### config.mk
export PLATFORM = sky130hd
export DESIGN_NAME = lbfo_cell
export DESIGN_NICKNAME = d
export VERILOG_FILES = /design/src/sv/assert_macros.svh /design/src/sv/lbfo_pkg.sv /design/src/sv/lbfo_cell.sv
export SDC_FILE = /design/constraint.sdc
export NUM_CORES = 1
export LEC_CHECK = 0
export ABC_AREA = 1
export BUFFER_PORTS_ARGS = -buffer_cell sky130_fd_sc_hd__buf_4
export CAP_MARGIN = 10
export CORE_ASPECT_RATIO = 1.1
export CORE_MARGIN = 2
export CORE_UTILIZATION = 50
export CTS_BUF_LIST = sky130_fd_sc_hd__clkbuf_16
export DETAILED_ROUTE_END_ITERATION = 10
export PLACE_DENSITY_LB_ADDON = 0.15
export SETUP_SLACK_MARGIN = 0.5
export SLEW_MARGIN = 10
export SYNTH_ARGS = -nofsm -noshare
export SYNTH_HDL_FRONTEND = slang
export SYNTH_SLANG_ARGS = --single-unit
### constraint.sdc
create_clock -name i_clk -period 24.4 [get_ports i_clk]
set_clock_uncertainty 0.05 [all_clocks]
set_input_delay 3.66 -clock i_clk [delete_from_list [all_inputs] [get_ports i_clk]]
set_output_delay 3.66 -clock i_clk [all_outputs]
set_load 0.01 [all_outputs]
### src/sv/assert_macros.svh
// Assertion helper macros for the packer RTL.
// No dependencies; included by modules that carry assertions.
`ifndef ASSERT_MACROS_SVH
`define ASSERT_MACROS_SVH
`ifndef SYNTH
// expression must hold on every clock edge out of reset
`define ASSERT_ALWAYS(lbl, clk, rst_n, expr, msg) \
    lbl: assert property (@(posedge clk) disable iff (!rst_n) (expr)) else $error(msg);
// consequent must hold in the cycle after the antecedent
`define ASSERT_NEXT(lbl, clk, rst_n, ante, cons, msg) \
    lbl: assert property (@(posedge clk) disable iff (!rst_n) (ante) |=> (cons)) else $error(msg);
`else
`define ASSERT_ALWAYS(lbl, clk, rst_n, expr, msg)
`define ASSERT_NEXT(lbl, clk, rst_n, ante, cons, msg)
`endif
`endif

### src/sv/lbfo_pkg.sv
// Package for the best-fit offset packer: widths, cell structs, candidate compare.
// No dependencies.
`timescale 1ns / 1ps
package lbfo_pkg;
    localparam int MAX_ENTRIES = 256;
    localparam int IW = $clog2(MAX_ENTRIES);
    localparam int CW = $clog2(MAX_ENTRIES + 1);
    localparam int TW = 16;
    localparam int SW = 32;
    localparam int OW = 40;
    localparam int EW = 41;

    // control broadcast from the sequencer to every cell
    typedef struct packed {
        logic load;
        logic rot;
        logic sel;
        logic red;
        logic wr;
    } t_cell_ctl;

    // entry circulating round the ring
    typedef struct packed {
        logic          act;
        logic [OW-1:0] lo;
        logic [EW-1:0] hi;
    } t_strm;

    // gap candidate moving down the chain
    typedef struct packed {
        logic          ok;
        logic [EW-1:0] waste;
        logic [EW-1:0] off;
    } t_cand;

    // least waste wins, then lowest offset
    function automatic t_cand cand_better(input t_cand a, input t_cand b);
        t_cand r;
        if (a.ok && (!b.ok || a.waste < b.waste || (a.waste == b.waste && a.off <= b.off)))
            r = a;
        else
            r = b;
        return r;
    endfunction
endpackage

### src/sv/lbfo_cell.sv
// One table cell: holds a placed buffer, checks its end as a gap start against
// the circulating entries, then joins the best-gap reduction. Uses lbfo_pkg.
`timescale 1ns / 1ps
module lbfo_cell (
    input  logic                    i_clk,
    input  logic [lbfo_pkg::IW-1:0] i_idx,
    input  lbfo_pkg::t_cell_ctl     i_ctl,
    input  logic [lbfo_pkg::CW-1:0] i_count,
    input  logic [lbfo_pkg::TW-1:0] i_birth,
    input  logic [lbfo_pkg::TW-1:0] i_death,
    input  logic [lbfo_pkg::SW-1:0] i_size,
    input  logic [lbfo_pkg::IW-1:0] i_wr_idx,
    input  logic [lbfo_pkg::OW-1:0] i_wr_start,
    input  logic [lbfo_pkg::EW-1:0] i_wr_end,
    input  lbfo_pkg::t_strm         i_strm_nb,
    output lbfo_pkg::t_strm         o_strm,
    input  lbfo_pkg::t_cand         i_red_nb,
    output lbfo_pkg::t_cand         o_red
);
    import lbfo_pkg::*;

    logic [TW-1:0] r_birth, r_death;
    logic [OW-1:0] r_start;
    logic [EW-1:0] r_end;
    logic          r_act, r_dq, r_has_nl;
    logic [OW-1:0] r_nl;
    t_strm         r_strm;
    t_cand         r_red;

    logic          w_act;
    logic [EW-1:0] w_gap;
    t_cand         w_own;

    // entry is live in the table and its lifetime overlaps the new buffer
    assign w_act = ({1'b0, i_idx} < i_count) &&
                   !(i_death < r_birth || r_death < i_birth);

    // own candidate gap: from this end to the next interval start above it
    assign w_gap       = {1'b0, r_nl} - r_end;
    assign w_own.ok    = r_act && !r_dq && r_has_nl && (w_gap >= {{(EW-SW){1'b0}}, i_size});
    assign w_own.waste = w_gap - {{(EW-SW){1'b0}}, i_size};
    assign w_own.off   = r_end;

    // entry store
    always_ff @(posedge i_clk) begin
        if (i_ctl.wr && i_wr_idx == i_idx) begin
            r_birth <= i_birth;
            r_death <= i_death;
            r_start <= i_wr_start;
            r_end   <= i_wr_end;
        end
    end

    // ring pass and reduction
    always_ff @(posedge i_clk) begin
        if (i_ctl.load) begin
            r_act    <= w_act;
            r_strm   <= '{act: w_act, lo: r_start, hi: r_end};
            r_dq     <= 1'b0;
            r_has_nl <= 1'b0;
            r_nl     <= '1;
        end else if (i_ctl.rot) begin
            r_strm <= i_strm_nb;
            if (r_strm.act) begin
                // end covered by another interval: not a group end
                if ({1'b0, r_strm.lo} <= r_end && r_end < r_strm.hi)
                    r_dq <= 1'b1;
                // nearest start strictly above this end
                if ({1'b0, r_strm.lo} > r_end && (!r_has_nl || r_strm.lo < r_nl)) begin
                    r_nl     <= r_strm.lo;
                    r_has_nl <= 1'b1;
                end
            end
        end
        if (i_ctl.sel)
            r_red <= w_own;
        else if (i_ctl.red)
            r_red <= cand_better(r_red, i_red_nb);
    end

    assign o_strm = r_strm;
    assign o_red  = r_red;
endmodule
==> Word level (Yosys, flattened, before mapping) <==
Cells that the tools add are included.
W data, S select, Z words.
{ "classes": {"addsub": 2, "multipliers": 0, "div_mod_pow": 0, "n_lt_le_gt_ge": 10, "eq_ne": 3, "shifts": 0, "n_mux": 5, "n_bitwise": 0, "n_reduce_logical": 22} }
{ "ops": {"columns": ["cell", "count"], "rows": [
  ["$mux W83", 3],
  ["$mux W82", 2],
  ["$lt A41 B41 Y1", 2],
  ["$eq A41 B41 Y1", 1],
  ["$ge A41 B32 Y1", 1],
  ["$gt A40 B41 Y1", 1],
  ["$le A40 B41 Y1", 1],
  ["$le A41 B41 Y1", 1],
  ["$sub A40 B41 Y41", 1],
  ["$sub A41 B32 Y41", 1],
  ["$lt A40 B40 Y1", 1],
  ["$lt A16 B16 Y1", 2],
  ["$logic_and A1 B1 Y1", 9],
  ["$lt A8 B9 Y1", 1],
  ["$eq A8 B8 Y1", 1],
  ["$reduce_and A3 Y1", 2],
  ["$logic_not A1 Y1", 4],
  ["$logic_or A1 B1 Y1", 4],
  ["$reduce_bool A2 Y1", 2],
  ["$ne A2 B2 Y1 const B", 1],
  ["$reduce_and A2 Y1", 1]
]} }
{ "totals": {"regBits": 321, "latchBits": 0, "ram_bits": 0, "rom_bits": 0, "in_bits": 341, "word_cells": 56, "memories": 0} }

==> Depth between registers and ports, before layout <==
{ "depth": {"ltp_word": 7, "mapped_depth": 26, "mapped_depth_nobuf": 26} }

==> Worst setup path before layout <==
OpenSTA, ideal clock, no wires.
{ "synth_path": {"path_type": "input-to-reg", "startpoint": "in i_wr_idx[2] in the netlist's numbering", "endpoint": "reg r_birth[0], enable pin", "setup_ns": 0.724, "arrival_time_ns": 11.798, "t_required_ns": 23.626, "path_slack_ns": 11.828, "cell_stages": 4, "cell_sequence": "xor2_1 -> nor4_1 -> nand4_1 -> nor3_1"} }
{ "synth_between": {"elab_chain_cells": 2} }
{ "synth_lines": {"columns": ["element", "line", "source"], "rows": [
  ["start: declaration", "lbfo_cell.sv:12", "input logic [lbfo_pkg::IW-1:0] i_wr_idx,"],
  ["$eq A8 B8 Y1", "lbfo_cell.sv:46", "if (i_ctl.wr && i_wr_idx == i_idx) begin"],
  ["$logic_and A1 B1 Y1", "lbfo_cell.sv:46", null],
  ["end signal: assignment", "lbfo_cell.sv:47", "r_birth <= i_birth;"],
  ["end: declaration", "lbfo_cell.sv:22", "logic [TW-1:0] r_birth, r_death;"]
]} }
No other way between the ends.
A chain may end at the register's enable or synchronous reset.

==> Worst setup path in the final report <==
{ "layout_path": {"startpoint": "in i_red_nb[24] in the netlist's numbering", "endpoint": "reg r_red (netlist bit o_red[18]), enable pin"} }
{ "layout_between": {"elab_chain_cells": 6} }
{ "layout_lines": {"columns": ["element", "line", "source"], "rows": [
  ["start: declaration", "lbfo_cell.sv:17", "input lbfo_pkg::t_cand i_red_nb,"],
  ["$le A41 B41 Y1", "lbfo_pkg.sv:39", "if (a.ok && (!b.ok || a.waste < b.waste || (a.waste == b.waste && a.off <= b.off)))"],
  ["$logic_and A1 B1 Y1", "lbfo_pkg.sv:39", null],
  ["$logic_or A1 B1 Y1", "lbfo_pkg.sv:39", null],
  ["$logic_and A1 B1 Y1", "lbfo_pkg.sv:39", null],
  ["$ne A2 B2 Y1 (no source line)", null, null],
  ["$reduce_and A2 Y1 (no source line)", null, null],
  ["end signal: assignment", "lbfo_cell.sv:76", "r_red <= w_own;"],
  ["end signal: assignment", "lbfo_cell.sv:78", "r_red <= cand_better(r_red, i_red_nb);"],
  ["end: declaration", "lbfo_cell.sv:28", "t_cand r_red;"]
]} }
No other way between the ends.

==> flow_summary.json <==
{
  "outcome": "completed",
  "r2r_slack_ps": 19530,
  "min_path_type": "reg2reg",
  "syn_inst": 2888,
  "tightest_slew_ps": 1140,
  "nFillCells": 4067,
  "crit_type": "in2reg",
  "start_kind": "input pin",
  "holdPathStages": 2,
  "end_kind": "flop",
  "crit_fanout": 83,
  "finalCriticalPeriod_ps": 6390,
  "post_drt_wl_per_cell_um": 19.1,
  "arrival_ps": 6530,
  "dieHeight_um": 230,
  "synth_nets": 3541,
  "clkSlewWorstSetupHoldPaths_ps": 60,
  "portBuffers": 505,
  "worst_hold_path.endpoint": "r_dq",
  "coreArea_mm2": 0.0458,
  "first_iter_violations": 1530,
  "p_leak_uw": 0.0148,
  "num_vias": 21500,
  "viasPerCell": 5.38,
  "syn_to_final_growth_pct": 23.8,
  "grt_pass1_vias": 21200,
  "cts_inserted_buffers": 37,
  "hold_viol": 0,
  "synth_fa_ha_area_share_pct": 16.8,
  "ios": 506,
  "grt_max_degree": 89,
  "ant_nets": 0,
  "dpl.hpwl_um": 62600,
  "synth_compound_area_share_pct": 10.7,
  "cts_root_buffer": "clkbuf_16",
  "routabilityCongestion": 0.982,
  "tritoncts": "built",
  "yosysWarnings": 0,
  "cts_hold_buf": 0,
  "muxShareOfSynthArea_pct": 0,
  "post_cts_buffers": 0,
  "async_flop_share_pct": 0,
  "slew_headroom_pct": 23.8,
  "route.detailed.drc": 0,
  "rsz0062_at_grt": "no",
  "synth_xor_area_share_pct": 2.11,
  "dieArea_mm2": 0.0483,
  "vdd_drop_max_mv": 0.0583,
  "initial_core_util_pct": 50.9,
  "antenna_found_initial": 2,
  "grt_pass1_wl_um": 117000,
  "postCtsResizedCells": 0,
  "setup_viol_count_final": 0,
  "htreeDepth": 2,
  "power.density_mw_per_mm2": 53.5,
  "drv_cap": 0,
  "clock_latency_ps": 580,
  "drv_slew": 0,
  "drt_wl_total_um": 76500,
  "reg2reg_to": "o_red[78]",
  "ys_seq_area_share_pct": 39.6,
  "dieWidth_um": 210,
  "first_pass_iters": 5,
  "reg2reg_depth": 21,
  "setup_tns_ps": 0,
  "finish.utilization_pct": 63.0,
  "final_cells": 4002,
  "stdcell_area_mm2": 0.0288,
  "synth.distinct_cells": 49,
  "syn_area_per_cell_um2": 8.06,
  "row_count": 82,
  "drive_above_1_share_pct": 18.6,
  "timing.fmax_mhz": 156,
  "fin_crit_sh_pct": 26.2,
  "ys_ff_latch": 321,
  "required_ps": 24540,
  "syn_area_mm2": 0.0233,
  "clock_path_buffers": 3,
  "cts_sinks": 321,
  "grt_util_all_layers_pct": 31.2,
  "post-place-cells": 3933,
  "finalPower_uw": 1540,
  "yosys.area_share.simple_pct": 22.0,
  "grt_overflow": 0,
  "synth_top_family_by_area": "simple AND/OR/NAND/NOR gates",
  "hold_path_startpoint": "r_dq",
  "r2r-start": "r_end[0]",
  "synth-edff-count": 279,
  "synthFlopType": "edfxtp_1",
  "fin_nets": 4037,
  "dpl_cell_area_mm2": 0.0276
}
[cells in the final DEF, fill, tap and decap left out, types with 4 or more instances in the layout]
cell type,instances
nand2_1,771
dfxtp_1,42
edfxtp_1,279
xnor2_1,24
nand3_1,162
o22ai_1,7
o221ai_1,4
nor3_1,20
nand2_4,5
a211oi_1,4
a21oi_1,197
buf_4,512
a21o_1,10
a31oi_1,15
o21a_1,8
o21ai_1,4
o211ai_1,9
ha_1,310
inv_2,6
clkinv_2,6
xor2_1,32
nand2_2,20
o21ai_2,4
o21bai_1,9
nor4_1,8
nand4_1,46
nor2_4,7
clkbuf_16,37
nor2_2,11
clkinv_1,11
nand3_2,7
nor2_1,138
o21ai_0,176
inv_1,476
[kinds of logic after synthesis]
kind of cell,count (synthesis)
adder cells (fa/ha/maj),312
flip-flops,321
buffers and inverters,534
XOR/XNOR,56
AO/OA/AOI/OAI,459
AND/OR/NAND/NOR,1206
[state kept, by name (all words and copies together) (netlist names), 16 cells and up]
signal and flops:
r_end 41, r_nl 40, r_birth 16, o_red 83, o_strm 82, r_death 16
r_start 40
[worst max-delay path, stage by stage]
cell     delay, ps
buf_4           70
inv_1           40
ha_1           300
nand2_1         70
inv_1           50
nand3_1         80
nor3_1         570
nand2_1        110
nand2_1        100
nand2_1         50
nand4_1         70
nand2_1        160
nand2_1        110
nand2_1         50
nand2_1         60
nand2_1         80
nand2_4        800
[per-stage QoR]
step / setup WS [ps] / hold slack (ps)
after floorplan: 11830 / 379
after global placement: 17580 / 394
after detailed placement: 17510 / 401
after CTS: 18090 / 410
after global routing: 17710 / 444
final: 18010 / 414
[metal layers]
| layer | vias to the layer above | global-route usage [%] | routed length (µm) |
|---|---|---|---|
| li1 | 10600 | - | - |
| met3 | 154 | 4.30 | 4700 |
| met5 | - | 0 | 0 |
| met4 | 0 | 15.0 | 3730 |
| met1 | 9949 | 40.2 | 32300 |
| met2 | 786 | 52.0 | 35800 |
[cell usage after synthesis (10+ instances only)]
cell	number	share of area (%)
buf_2	12	0.26
dfxtp_1	42	3.6
nor2_2	11	0.30
nand3_1	162	3.5
xor2_1	32	1.2
a31oi_1	15	0.40
nand2_2	19	0.51
nor2_1	138	2.2
nand2_1	773	12
nor3_1	21	0.45
a21o_1	10	0.32
clkbuf_1	42	0.68
a21oi_1	197	4.2
ha_1	310	17
xnor2_1	24	0.90
o21ai_0	176	3.8
edfxtp_1	279	36
nand4_1	46	1.2
inv_1	468	7.5
[how the worst max path moves through the flow]
stage                      start    endpoint  slack, ps  cells past startpoint
detailed placement  i_red_nb[24]   o_red[19]      17510                     17
finish              i_red_nb[24]   o_red[18]      18010                     17
floorplan            i_wr_idx[2]  r_birth[0]      11830                      4
CTS                 i_red_nb[24]   o_red[10]      18090                     17
global route        i_red_nb[24]   o_red[13]      17710                     17
global placement    i_red_nb[24]   o_red[17]      17580                     17
[where the power goes]
group          internal (µW)  total (µW)  switching [µW]
Clock                    310         544             235
Combinational            146         336             190
Sequential               634         661            26.3
[layout make-up]
| cell class | instances | area (µm²) | area share [%] |
|---|---|---|---|
| Antenna cell | 2 | 5.00 | 0.0174 |
| Clock buffer | 37 | 926 | 3.21 |
| Inverter | 479 | 1800 | 6.26 |
| Clock inverter | 30 | 234 | 0.812 |
| Tap cell | 588 | 736 | 2.55 |
| Timing Repair Buffer | 512 | 3840 | 13.3 |
| Multi-Input combinational cell | 2033 | 12000 | 41.8 |
| Sequential cell | 321 | 9220 | 32.0 |
No activity file was read; power rests on OpenSTA's default activity.
